**src/rtl/core/hhp_pkg.sv**
```systemverilog
`timescale 1ns / 1ps
package hhp_pkg;

  localparam int HEAD_W    = 15;
  localparam int EL_W      = 16;
  localparam int GAIN_W    = 18;
  localparam int LIM_W     = 15;
  localparam int OUT_W     = 16;
  localparam int ERR_W     = 24;
  localparam int DIFF_W    = ERR_W + 1;
  localparam int KD_W      = GAIN_W + 10;
  localparam int ACC_W     = DIFF_W + KD_W + 1;
  localparam int SUM_W     = ACC_W + 1;
  localparam int HCMP_W    = 18;
  localparam int CNT_W     = 6;
  localparam int CFG_IDX_W = 2;

  localparam logic [CFG_IDX_W-1:0] CFG_GAIN_PROP   = 2'd0;
  localparam logic [CFG_IDX_W-1:0] CFG_GAIN_INTEG  = 2'd1;
  localparam logic [CFG_IDX_W-1:0] CFG_GAIN_DERIV  = 2'd2;
  localparam logic [CFG_IDX_W-1:0] CFG_INTEG_LIMIT = 2'd3;

  localparam logic CMD_START  = 1'b0;
  localparam logic CMD_SAMPLE = 1'b1;

  localparam int CORR_MAX = 32767;
  localparam int CORR_MIN = -32768;
  localparam int ERR_MAX  = 8388607;
  localparam int ERR_MIN  = -8388608;
  localparam logic signed [OUT_W-1:0] ONE_Q13 = 16'sd8192;

  typedef struct packed {
    logic              cmd;
    logic [HEAD_W-1:0] heading;
    logic [EL_W-1:0]   elapsed_ms;
  } hhp_in_t;

  typedef struct packed {
    logic signed [OUT_W-1:0] correction;
    logic signed [OUT_W-1:0] drive_left;
    logic signed [OUT_W-1:0] drive_right;
    logic signed [ERR_W-1:0] heading_error;
  } hhp_out_t;

  typedef enum logic [2:0] {
    S_IDLE,
    S_ERR,
    S_MUL,
    S_POST,
    S_DIV,
    S_SUM,
    S_LOAD
  } hhp_state_t;

  typedef enum logic [1:0] {
    OP_PROP,
    OP_INTEG,
    OP_DERIV
  } hhp_op_t;

endpackage

```
**src/rtl/core/hhp_if.sv**
```systemverilog
`timescale 1ns / 1ps
interface hhp_in_if;
  import hhp_pkg::*;

  logic    valid;
  logic    ready;
  hhp_in_t data;

  modport source (output valid, output data, input ready);
  modport sink (input valid, input data, output ready);
endinterface

interface hhp_out_if;
  import hhp_pkg::*;

  logic     valid;
  logic     ready;
  hhp_out_t data;

  modport source (output valid, output data, input ready);
  modport sink (input valid, input data, output ready);
endinterface

```
**src/rtl/core/heading_hold_pid.sv**
```systemverilog
`timescale 1ns / 1ps
// Heading-hold PID controller.
// in_ch carries one item per transfer: cmd start (snap heading to the nearest
// quadrant as target, clear integral and wrap count) or sample (unwrap the
// heading and run the PID). out_ch returns one result per item: correction,
// drive_left, drive_right and heading_error. The user must write gains and
// the integral limit through cfg_we / cfg_idx / cfg_wdata while no item is
// in flight; the block itself does not enforce this. A start item goes
// straight to S_LOAD. A sample runs on one shared shift-add multiplier (one
// gain bit per cycle, for the proportional and integral products and then
// the derivative gain times 1000) and then a restoring divider by
// elapsed_ms (one quotient bit per cycle); S_SUM saturates the sum and
// S_LOAD writes the result to the output register once it is free.
// One item is processed at a time; the next item is taken in the cycle after
// the result reaches the output register, even while that result waits.
// A stalled receiver holds out_ch payload and valid until the transfer.
// Reset (rst_n low at a clock edge) clears the gains, the controller state
// and the output valid.
module heading_hold_pid #(
  parameter int WRAP_BITS         = 8,
  parameter int HEADING_FRAC_BITS = 6
) (
  input  logic                          clk,
  input  logic                          rst_n,
  hhp_in_if.sink                        in_ch,
  hhp_out_if.source                     out_ch,
  input  logic                          cfg_we,
  input  logic [hhp_pkg::CFG_IDX_W-1:0] cfg_idx,
  input  logic [hhp_pkg::GAIN_W-1:0]    cfg_wdata
);
  import hhp_pkg::*;

  localparam int SHIFT_Q = 3 + HEADING_FRAC_BITS;
  localparam int TGT_W   = 9 + HEADING_FRAC_BITS;
  localparam int LAST_W  = (TGT_W > HEAD_W) ? TGT_W : HEAD_W;
  localparam int UNW_RAW = WRAP_BITS + 11 + HEADING_FRAC_BITS;
  localparam int UNW_W   = (UNW_RAW > ERR_W + 2) ? UNW_RAW : ERR_W + 2;
  localparam int DIV_W   = ACC_W - SHIFT_Q;

  localparam logic [HCMP_W-1:0] DEG45  = HCMP_W'(45 << HEADING_FRAC_BITS);
  localparam logic [HCMP_W-1:0] DEG135 = HCMP_W'(135 << HEADING_FRAC_BITS);
  localparam logic [HCMP_W-1:0] DEG225 = HCMP_W'(225 << HEADING_FRAC_BITS);
  localparam logic [HCMP_W-1:0] DEG315 = HCMP_W'(315 << HEADING_FRAC_BITS);
  localparam logic signed [HCMP_W-1:0] DEG180_S = HCMP_W'(180 << HEADING_FRAC_BITS);
  localparam logic [TGT_W-1:0] TGT_90  = TGT_W'(90 << HEADING_FRAC_BITS);
  localparam logic [TGT_W-1:0] TGT_180 = TGT_W'(180 << HEADING_FRAC_BITS);
  localparam logic [TGT_W-1:0] TGT_270 = TGT_W'(270 << HEADING_FRAC_BITS);

  localparam logic signed [UNW_W-1:0] ERR_HI = UNW_W'(ERR_MAX);
  localparam logic signed [UNW_W-1:0] ERR_LO = UNW_W'(ERR_MIN);
  localparam logic signed [SUM_W-1:0] SUM_HI = SUM_W'(CORR_MAX);
  localparam logic signed [SUM_W-1:0] SUM_LO = SUM_W'(CORR_MIN);
  localparam logic signed [OUT_W:0]   DRV_HI = (OUT_W + 1)'(CORR_MAX);
  localparam logic signed [OUT_W:0]   DRV_LO = (OUT_W + 1)'(CORR_MIN);
  localparam logic signed [ACC_W-1:0] HALF_Q = ACC_W'(1) << (SHIFT_Q - 1);

  // configuration
  logic [GAIN_W-1:0] gain_prop_r, gain_integ_r, gain_deriv_r;
  logic [LIM_W-1:0]  integ_limit_r;

  // controller state
  hhp_state_t                 state_r, state_nxt;
  hhp_op_t                    op_r, op_nxt;
  logic [TGT_W-1:0]           tgt_r, tgt_nxt;
  logic [LAST_W-1:0]          last_r, last_nxt;
  logic signed [WRAP_BITS-1:0] wrap_r, wrap_nxt;
  logic signed [OUT_W-1:0]    integ_r, integ_nxt;
  logic signed [ERR_W-1:0]    prev_r, prev_nxt;
  logic                       out_valid_r, out_valid_nxt;

  // datapath
  logic [HEAD_W-1:0]          h_r, h_nxt;
  logic [EL_W-1:0]            el_r, el_nxt;
  logic                       start_r, start_nxt;
  logic signed [ERR_W-1:0]    err_r, err_nxt;
  logic signed [DIFF_W-1:0]   d_r, d_nxt;
  logic signed [ACC_W-1:0]    mc_r, mc_nxt;
  logic [KD_W-1:0]            mp_r, mp_nxt;
  logic signed [ACC_W-1:0]    acc_r, acc_nxt;
  logic [CNT_W-1:0]           cnt_r, cnt_nxt;
  logic signed [ACC_W-1:0]    prop_r, prop_nxt;
  logic signed [ACC_W-1:0]    pi_r, pi_nxt;
  logic                       neg_r, neg_nxt;
  logic [DIV_W-1:0]           dvd_r, dvd_nxt;
  logic [EL_W-1:0]            rem_r, rem_nxt;
  logic signed [OUT_W-1:0]    corr_r, corr_nxt;
  hhp_out_t                   out_r, out_nxt;

  // combinational helpers
  logic [HCMP_W-1:0]          h_in_ext;
  logic [TGT_W-1:0]           snap_tgt;
  logic signed [HCMP_W-1:0]   hdiff;
  logic signed [UNW_W-1:0]    wrap_ext, wrap_off, unw;
  logic signed [ERR_W-1:0]    err_sat;
  logic signed [ACC_W-1:0]    rnd, isum, lim_s, clamp1, clamp2, m_d, q1;
  logic [KD_W-1:0]            kdk;
  logic [EL_W:0]              div_sh;
  logic [EL_W+1:0]            div_trial;
  logic                       div_ge;
  logic signed [DIV_W:0]      deriv;
  logic signed [SUM_W-1:0]    sum_w;
  logic signed [OUT_W:0]      dl_w, dr_w;
  logic                       in_xfer, out_xfer;

  assign in_xfer  = in_ch.valid && in_ch.ready;
  assign out_xfer = out_ch.valid && out_ch.ready;
  assign in_ch.ready  = (state_r == S_IDLE);
  assign out_ch.valid = out_valid_r;
  assign out_ch.data  = out_r;

  // quadrant snap
  assign h_in_ext = HCMP_W'(in_ch.data.heading);
  always_comb begin
    if (h_in_ext > DEG45 && h_in_ext <= DEG135) begin
      snap_tgt = TGT_90;
    end else if (h_in_ext > DEG135 && h_in_ext <= DEG225) begin
      snap_tgt = TGT_180;
    end else if (h_in_ext > DEG225 && h_in_ext <= DEG315) begin
      snap_tgt = TGT_270;
    end else begin
      snap_tgt = '0;
    end
  end

  assign hdiff = signed'(h_in_ext) - signed'(HCMP_W'(last_r));

  // unwrapped heading: 360 = 256 + 64 + 32 + 8
  assign wrap_ext = UNW_W'(wrap_r);
  assign wrap_off = ((wrap_ext <<< 8) + (wrap_ext <<< 6) + (wrap_ext <<< 5)
                    + (wrap_ext <<< 3)) <<< HEADING_FRAC_BITS;
  assign unw = signed'(UNW_W'(h_r)) + wrap_off - signed'(UNW_W'(tgt_r));
  assign err_sat = (unw > ERR_HI) ? ERR_MIN[ERR_W-1:0] ^ {ERR_W{1'b1}} :
                   (unw < ERR_LO) ? ERR_MIN[ERR_W-1:0] : unw[ERR_W-1:0];

  // kd * 1000 = kd * 1024 - kd * 16 - kd * 8
  assign kdk = (KD_W'(gain_deriv_r) << 10) - (KD_W'(gain_deriv_r) << 4)
               - (KD_W'(gain_deriv_r) << 3);

  assign rnd    = (acc_r + HALF_Q) >>> SHIFT_Q;
  assign isum   = ACC_W'(integ_r) + rnd;
  assign lim_s  = signed'(ACC_W'(integ_limit_r));
  assign clamp1 = (isum > lim_s) ? lim_s : isum;
  assign clamp2 = (clamp1 < -lim_s) ? -lim_s : clamp1;

  assign m_d = acc_r + (signed'(ACC_W'(el_r)) <<< (SHIFT_Q - 1));
  assign q1  = m_d >>> SHIFT_Q;

  assign div_sh    = {rem_r, dvd_r[DIV_W-1]};
  assign div_trial = {1'b0, div_sh} - {2'b00, el_r};
  assign div_ge    = !div_trial[EL_W+1];

  assign deriv = neg_r ? signed'(~{1'b0, dvd_r}) : signed'({1'b0, dvd_r});
  assign sum_w = SUM_W'(pi_r) + SUM_W'(deriv);

  assign dl_w = (OUT_W + 1)'(ONE_Q13) + (OUT_W + 1)'(corr_r);
  assign dr_w = (OUT_W + 1)'(ONE_Q13) - (OUT_W + 1)'(corr_r);

  always_ff @(posedge clk) begin
    if (!rst_n) begin
      gain_prop_r   <= '0;
      gain_integ_r  <= '0;
      gain_deriv_r  <= '0;
      integ_limit_r <= '0;
    end else if (cfg_we) begin
      case (cfg_idx)
        CFG_GAIN_PROP:   gain_prop_r   <= cfg_wdata;
        CFG_GAIN_INTEG:  gain_integ_r  <= cfg_wdata;
        CFG_GAIN_DERIV:  gain_deriv_r  <= cfg_wdata;
        CFG_INTEG_LIMIT: integ_limit_r <= cfg_wdata[LIM_W-1:0];
        default: ;
      endcase
    end
  end

  always_comb begin
    state_nxt     = state_r;
    op_nxt        = op_r;
    tgt_nxt       = tgt_r;
    last_nxt      = last_r;
    wrap_nxt      = wrap_r;
    integ_nxt     = integ_r;
    prev_nxt      = prev_r;
    out_valid_nxt = out_valid_r;
    h_nxt         = h_r;
    el_nxt        = el_r;
    start_nxt     = start_r;
    err_nxt       = err_r;
    d_nxt         = d_r;
    mc_nxt        = mc_r;
    mp_nxt        = mp_r;
    acc_nxt       = acc_r;
    cnt_nxt       = cnt_r;
    prop_nxt      = prop_r;
    pi_nxt        = pi_r;
    neg_nxt       = neg_r;
    dvd_nxt       = dvd_r;
    rem_nxt       = rem_r;
    corr_nxt      = corr_r;
    out_nxt       = out_r;

    if (out_xfer) begin
      out_valid_nxt = 1'b0;
    end

    case (state_r)
      S_IDLE: begin
        if (in_xfer) begin
          if (in_ch.data.cmd == CMD_START) begin
            tgt_nxt   = snap_tgt;
            last_nxt  = LAST_W'(snap_tgt);
            wrap_nxt  = '0;
            integ_nxt = '0;
            corr_nxt  = '0;
            start_nxt = 1'b1;
            state_nxt = S_LOAD;
          end else begin
            h_nxt     = in_ch.data.heading;
            el_nxt    = (in_ch.data.elapsed_ms == '0) ? EL_W'(1) : in_ch.data.elapsed_ms;
            last_nxt  = LAST_W'(in_ch.data.heading);
            start_nxt = 1'b0;
            if (hdiff > DEG180_S) begin
              wrap_nxt = wrap_r - WRAP_BITS'(1);
            end else if (hdiff < -DEG180_S) begin
              wrap_nxt = wrap_r + WRAP_BITS'(1);
            end
            state_nxt = S_ERR;
          end
        end
      end
      S_ERR: begin
        err_nxt   = err_sat;
        d_nxt     = DIFF_W'(err_sat) - DIFF_W'(prev_r);
        prev_nxt  = err_sat;
        mc_nxt    = ACC_W'(err_sat);
        mp_nxt    = KD_W'(gain_prop_r);
        acc_nxt   = '0;
        cnt_nxt   = CNT_W'(GAIN_W - 1);
        op_nxt    = OP_PROP;
        state_nxt = S_MUL;
      end
      S_MUL: begin
        acc_nxt = mp_r[0] ? acc_r + mc_r : acc_r;
        mc_nxt  = mc_r <<< 1;
        mp_nxt  = mp_r >> 1;
        cnt_nxt = cnt_r - CNT_W'(1);
        if (cnt_r == '0) begin
          state_nxt = S_POST;
        end
      end
      S_POST: begin
        case (op_r)
          OP_PROP: begin
            prop_nxt  = rnd;
            mc_nxt    = ACC_W'(err_r);
            mp_nxt    = KD_W'(gain_integ_r);
            acc_nxt   = '0;
            cnt_nxt   = CNT_W'(GAIN_W - 1);
            op_nxt    = OP_INTEG;
            state_nxt = S_MUL;
          end
          OP_INTEG: begin
            integ_nxt = clamp2[OUT_W-1:0];
            pi_nxt    = prop_r + clamp2;
            mc_nxt    = ACC_W'(d_r);
            mp_nxt    = kdk;
            acc_nxt   = '0;
            cnt_nxt   = CNT_W'(KD_W - 1);
            op_nxt    = OP_DERIV;
            state_nxt = S_MUL;
          end
          OP_DERIV: begin
            // floor division of a negative value: divide its complement
            neg_nxt   = q1[ACC_W-1];
            dvd_nxt   = q1[ACC_W-1] ? ~q1[DIV_W-1:0] : q1[DIV_W-1:0];
            rem_nxt   = '0;
            cnt_nxt   = CNT_W'(DIV_W - 1);
            state_nxt = S_DIV;
          end
          default: state_nxt = S_IDLE;
        endcase
      end
      S_DIV: begin
        rem_nxt = div_ge ? div_trial[EL_W-1:0] : div_sh[EL_W-1:0];
        dvd_nxt = {dvd_r[DIV_W-2:0], div_ge};
        cnt_nxt = cnt_r - CNT_W'(1);
        if (cnt_r == '0) begin
          state_nxt = S_SUM;
        end
      end
      S_SUM: begin
        corr_nxt  = (sum_w > SUM_HI) ? CORR_MAX[OUT_W-1:0] :
                    (sum_w < SUM_LO) ? CORR_MIN[OUT_W-1:0] : sum_w[OUT_W-1:0];
        state_nxt = S_LOAD;
      end
      S_LOAD: begin
        if (!out_valid_r || out_ch.ready) begin
          out_nxt.correction    = corr_r;
          out_nxt.drive_left    = (dl_w > DRV_HI) ? CORR_MAX[OUT_W-1:0] :
                                  (dl_w < DRV_LO) ? CORR_MIN[OUT_W-1:0] : dl_w[OUT_W-1:0];
          out_nxt.drive_right   = (dr_w > DRV_HI) ? CORR_MAX[OUT_W-1:0] :
                                  (dr_w < DRV_LO) ? CORR_MIN[OUT_W-1:0] : dr_w[OUT_W-1:0];
          out_nxt.heading_error = start_r ? '0 : err_r;
          out_valid_nxt         = 1'b1;
          state_nxt             = S_IDLE;
        end
      end
      default: state_nxt = S_IDLE;
    endcase
  end

  always_ff @(posedge clk) begin
    if (!rst_n) begin
      state_r     <= S_IDLE;
      op_r        <= OP_PROP;
      tgt_r       <= '0;
      last_r      <= '0;
      wrap_r      <= '0;
      integ_r     <= '0;
      prev_r      <= '0;
      out_valid_r <= 1'b0;
    end else begin
      state_r     <= state_nxt;
      op_r        <= op_nxt;
      tgt_r       <= tgt_nxt;
      last_r      <= last_nxt;
      wrap_r      <= wrap_nxt;
      integ_r     <= integ_nxt;
      prev_r      <= prev_nxt;
      out_valid_r <= out_valid_nxt;
    end
  end

  always_ff @(posedge clk) begin
    h_r     <= h_nxt;
    el_r    <= el_nxt;
    start_r <= start_nxt;
    err_r   <= err_nxt;
    d_r     <= d_nxt;
    mc_r    <= mc_nxt;
    mp_r    <= mp_nxt;
    acc_r   <= acc_nxt;
    cnt_r   <= cnt_nxt;
    prop_r  <= prop_nxt;
    pi_r    <= pi_nxt;
    neg_r   <= neg_nxt;
    dvd_r   <= dvd_nxt;
    rem_r   <= rem_nxt;
    corr_r  <= corr_nxt;
    out_r   <= out_nxt;
  end

endmodule

```
**src/flat_wrapper.sv**
```systemverilog
// flat-port wrapper written by rule: the top's interface ports become plain ports
module heading_hold_pid_flat import hhp_pkg::*;
#(
  parameter int WRAP_BITS         = 8,
  parameter int HEADING_FRAC_BITS = 6
)
  (clk, rst_n, cfg_we, cfg_idx, cfg_wdata, in_ch_valid, in_ch_data, in_ch_ready, out_ch_valid, out_ch_data, out_ch_ready);
  hhp_in_if in_ch_i ();
  hhp_out_if out_ch_i ();
  input  logic clk;
  input  logic rst_n;
  input  logic cfg_we;
  input  logic [hhp_pkg::CFG_IDX_W-1:0] cfg_idx;
  input  logic [hhp_pkg::GAIN_W-1:0] cfg_wdata;
  input wire logic [$bits(in_ch_i.valid)-1:0] in_ch_valid;
  input wire logic [$bits(in_ch_i.data)-1:0] in_ch_data;
  output wire logic [$bits(in_ch_i.ready)-1:0] in_ch_ready;
  output wire logic [$bits(out_ch_i.valid)-1:0] out_ch_valid;
  output wire logic [$bits(out_ch_i.data)-1:0] out_ch_data;
  input wire logic [$bits(out_ch_i.ready)-1:0] out_ch_ready;
  assign in_ch_i.valid = in_ch_valid;
  assign in_ch_i.data = in_ch_data;
  assign in_ch_ready = in_ch_i.ready;
  assign out_ch_valid = out_ch_i.valid;
  assign out_ch_data = out_ch_i.data;
  assign out_ch_i.ready = out_ch_ready;
  heading_hold_pid #(.WRAP_BITS(WRAP_BITS), .HEADING_FRAC_BITS(HEADING_FRAC_BITS)) u_core (.clk(clk), .rst_n(rst_n), .in_ch(in_ch_i), .out_ch(out_ch_i), .cfg_we(cfg_we), .cfg_idx(cfg_idx), .cfg_wdata(cfg_wdata));
endmodule
```
**config.mk**
```make
export PLATFORM = sky130hd
export DESIGN_NAME = heading_hold_pid_flat
export DESIGN_NICKNAME = d
export VERILOG_FILES = /design/src/rtl/core/hhp_pkg.sv /design/src/rtl/core/hhp_if.sv /design/src/rtl/core/heading_hold_pid.sv /design/src/flat_wrapper.sv
export SDC_FILE = /design/constraint.sdc
export NUM_CORES = 2
export LEC_CHECK = 0
export ABC_CLOCK_PERIOD_IN_PS = 13870
export BUFFER_PORTS_ARGS = -buffer_cell sky130_fd_sc_hd__buf_2
export CAP_MARGIN = 20
export CORE_MARGIN = 10
export CORE_UTILIZATION = 45
export CTS_CLUSTER_SIZE = 16
export DETAILED_ROUTE_END_ITERATION = 6
export HOLD_SLACK_MARGIN = 0.08
export PLACE_DENSITY = 0.69
export SLEW_MARGIN = 10
export SYNTH_ARGS = -nofsm -noshare
export SYNTH_HDL_FRONTEND = slang
export SYNTH_SLANG_ARGS = --single-unit
```
**constraint.sdc**
```tcl
create_clock -name clk -period 13.87 [get_ports clk]
set_input_delay 0.6935 -clock clk [delete_from_list [all_inputs] [get_ports clk]]
set_output_delay 0.6935 -clock clk [all_outputs]
set_load 0.02 [all_outputs]
```
==> impl_metrics.py <==
metrics = {
    "run_status": {
        "status": "finished, final reports clean",
    },
    "critical_path": {
        "regToRegSetupSlack_ps": 950,
        "crit_type": "reg -> reg",
        "slowest_stage": "edfxtp_1",
        "crit_path_max_fanout": 15,
        "start_kind": "register",
        "ff2ff_path_depth": 54,
        "worstPathRequired_ps": 14230,
        "rr_startpoint": "u_core.acc_r[9]",
        "slowest_delay_ps": 480,
        "reg2reg_to": "u_core.pi_r[53]",
        "cp_common_cell": "a21o_1",
        "cp-end-kind": "register",
        "worstPathArrival_ps": 13280,
    },
    "floorplanning": {
        "start_util_pct": 45.2,
        "die-width_um": 342,
        "ios": 131,
        "core-area_mm2": 0.103,
        "die-area_mm2": 0.117,
        "die_h_um": 342,
        "num_rows": 118,
    },
    "synth": {
        "postSynthCellCount": 5104,
        "seq_area_frac_synth_pct": 36.5,
        "yosys.area.top_type": "edfxtp_1",
        "synth.top_cells.by_count": "edfxtp_1, nand2_1, ha_1",
        "synth_area_leaders": "edfxtp_1, ha_1, dfxtp_1, xnor2_1, a21oi_1",
        "ys_async_sr_fraction_pct": 0,
        "synth.distinct_cells": 95,
        "yosysMostFrequentCell": "edfxtp_1",
        "synth_ff_type": "edfxtp_1",
        "synth_top_area_share_pct": 30.3,
        "postSynthRegisterBits": 616,
        "avgSynthCellArea_um2": 9.16,
        "synth-edff-count": 472,
        "syn-num-nets": 5642,
        "ys_warn_count": 0,
        "synth_area_mm2": 0.0468,
    },
    "route": {
        "drt_first_pass_iters": 7,
        "post-route-drc-count": 0,
        "num_vias": 38381,
        "drt_iter0_markers": 2952,
        "ant_nets": 0,
        "wl_per_cell_um": 19.8,
        "vias_per_cell": 5.81,
        "wl_mm": 131,
    },
    "pwr": {
        "clockPowerShare_pct": 14.6,
        "p_sw_share_pct": 44.4,
        "ir_worst_vdd_uv": 203,
        "internal_power_mw": 7.18,
        "leakage_nw": 20.8,
        "p_seq_share_pct": 25.3,
        "combPwrFrac_pct": 60.1,
        "netSwitchingPower_mw": 5.74,
        "p_per_area_mw_per_mm2": 252,
    },
    "global_route": {
        "track_usage_pct": 21.2,
        "antenna_found_initial": 1,
        "grt-ovfl-total": 0,
        "grt_pass1_wl_mm": 202,
        "grt_max_degree": 79,
        "grt_pass1_vias": 36334,
    },
    "cts": {
        "clock-sinks": 616,
        "clock-root-buffer": "clkbuf_16",
        "clk_latency_ps": 640,
        "numCtsBuffers": 70,
        "cts_buffer_depth": 3,
        "cts_tree": "done",
        "h-tree-depth": 3,
        "clk_pin_slew_worst_paths_ps": 60,
    },
    "cells_and_area": {
        "nets": 5706,
        "final_cells": 6603,
        "layout-drive-gt1-share_pct": 8.23,
        "nFillCells": 9660,
        "finalInstanceArea_mm2": 0.0513,
        "syn2layout_area_growth_pct": 9.71,
        "antenna_cells": 0,
    },
    "hold_path": {
        "hp-class": "in -> reg",
        "min_to": "u_core.el_r[12]",
        "min_from": "in_ch_data[12]",
        "min_path_cells": 1,
    },
    "sta": {
        "clock.fmax_mhz": 77.4,
        "finalCritPeriodShare_pct": 93.1,
        "max_slew.worst_pin.slew_ps": 1120,
        "hold_viol": 0,
        "tns_ps": 0,
        "slew_headroom_pct": 24.3,
        "fin_crit_ps": 12920,
        "clock_skew_ps": 25.6,
        "setup_viol": 0,
        "drv_slew": 0,
    },
    "place": {
        "port_buffers": 130,
        "placed_cell_area_mm2": 0.0488,
        "gp_congestion": 0.938,
        "dp_cells": 6467,
        "dpl.hpwl_mm": 101,
    },
    "job": {
        "drv_cap": 0,
    },
}
## kinds of logic (layout without fill, tap and decap cells)
family / Yosys count / in the layout / synth area share (%)
AOI/OAI and AO/OA: 1498 / 1499 / 20.7
xor gates and xnor gates: 469 / 469 / 8.79
adders and majority gates: 481 / 481 / 13.4
buffers and inverters: 486 / 604 / 3.98
DFF: 616 / 616 / 36.5
muxes: 73 / 73 / 1.70
and+or+nand+nor: 1481 / 1481 / 14.9
## state kept, by name, summed over array words and instances, names as in the netlist, 25 cells and up
| name | count |
|---|---|
| u_core.acc_r | 54 |
| u_core.d_r | 25 |
| u_core.dvd_r | 45 |
| u_core.mc_r | 54 |
| u_core.mp_r | 28 |
| u_core.out_ch.data | 72 |
| u_core.pi_r | 54 |
| u_core.prop_r | 45 |
## critical path: cells and delay by family, from the launching register on
| kind | cells | cell delay [ps] |
|---|---|---|
| muxes | 2 | 750 |
| DFF | 1 | 480 |
| xor gates and xnor gates | 3 | 660 |
| AOI/OAI and AO/OA | 31 | 6430 |
| buffers and inverters | 3 | 610 |
| adders and majority gates | 5 | 1740 |
| and+or+nand+nor | 10 | 2000 |
## timing repair
action,in CTS,in global routing
hold buffers,0,0
setup buffers,0,6
setup endpoints to repair,0,13
resized for setup,0,12
## power groups by stage
stage / clock [mW] / combinational [mW] / sequential [mW]
2_1_floorplan: 0 / 5.88 / 3.15
3_3_place_gp: 0 / 7.47 / 3.30
3_5_place_dp: 0 / 7.61 / 3.30
4_1_cts: 1.92 / 7.67 / 3.26
5_1_grt: 1.98 / 8.67 / 3.30
6_report: 1.89 / 7.76 / 3.27
## placed cells by master, fill, tap and decap left out, types with 21 or more instances in the layout
cell and count:
fa_1 33, o31ai_1 23, a31o_2 21, a211oi_1 34, a31oi_1 43, nor2_1 378
and2_1 33, ha_1 446, xnor2_1 268, o21a_1 62, a21oi_1 414, o21ai_0 308
nand4_1 58, o21bai_1 40, buf_2 129, a21boi_0 107, inv_1 289, o22ai_1 24
nor4_1 25, buf_4 54, nor2b_1 85, or2_2 32, mux2i_1 42, mux2_2 23
xor2_1 199, nand3_1 117, nand2_1 467, edfxtp_1 472, nor3_1 84, a221oi_1 25
and3_1 63, dfxtp_1 144, a21o_1 203, clkbuf_16 73, nand2b_1 55
## how the worst max path moves through the flow
stage | from | to | cells past startpoint
2_1_floorplan | u_core.acc_r[9] | u_core.pi_r[53] | 58
3_3_place_gp | u_core.acc_r[9] | u_core.pi_r[53] | 53
3_5_place_dp | u_core.acc_r[9] | u_core.pi_r[53] | 56
4_1_cts | u_core.acc_r[9] | u_core.pi_r[53] | 56
5_1_grt | u_core.acc_r[9] | u_core.pi_r[53] | 57
6_report | u_core.acc_r[9] | u_core.pi_r[53] | 54
## per-stage QoR
stage	total power, mW	worst slack, ps	utilization, %	hold WS [ps]
after floorplan	9.03	2120	-	424
after global placement	10.8	807	47.2	449
after detailed placement	10.9	577	47.2	452
after CTS	12.9	519	49.5	220
after global routing	14.0	-2.25	49.6	239
final	12.9	952	49.6	255
## per-layer routing
layer	global-route usage, %	wire (um)	vias up
met2	35.1	60600	1150
met4	5.59	3360	2
met5	0	12	-
met1	29.1	58800	18336
met3	2.61	8010	207
li1	-	-	18686
## layout make-up
type / instances / area [um2] / share of cell area (%)
Tap cell: 1380 / 1730 / 3.37
Inverter: 292 / 1100 / 2.14
Timing Repair Buffer: 185 / 1090 / 2.12
Sequential cell: 616 / 17100 / 33.3
Clock inverter: 43 / 440 / 0.859
Clock buffer: 84 / 1890 / 3.68
Multi-Input combinational cell: 4003 / 28000 / 54.6
No activity file was read; power rests on OpenSTA's default activity.
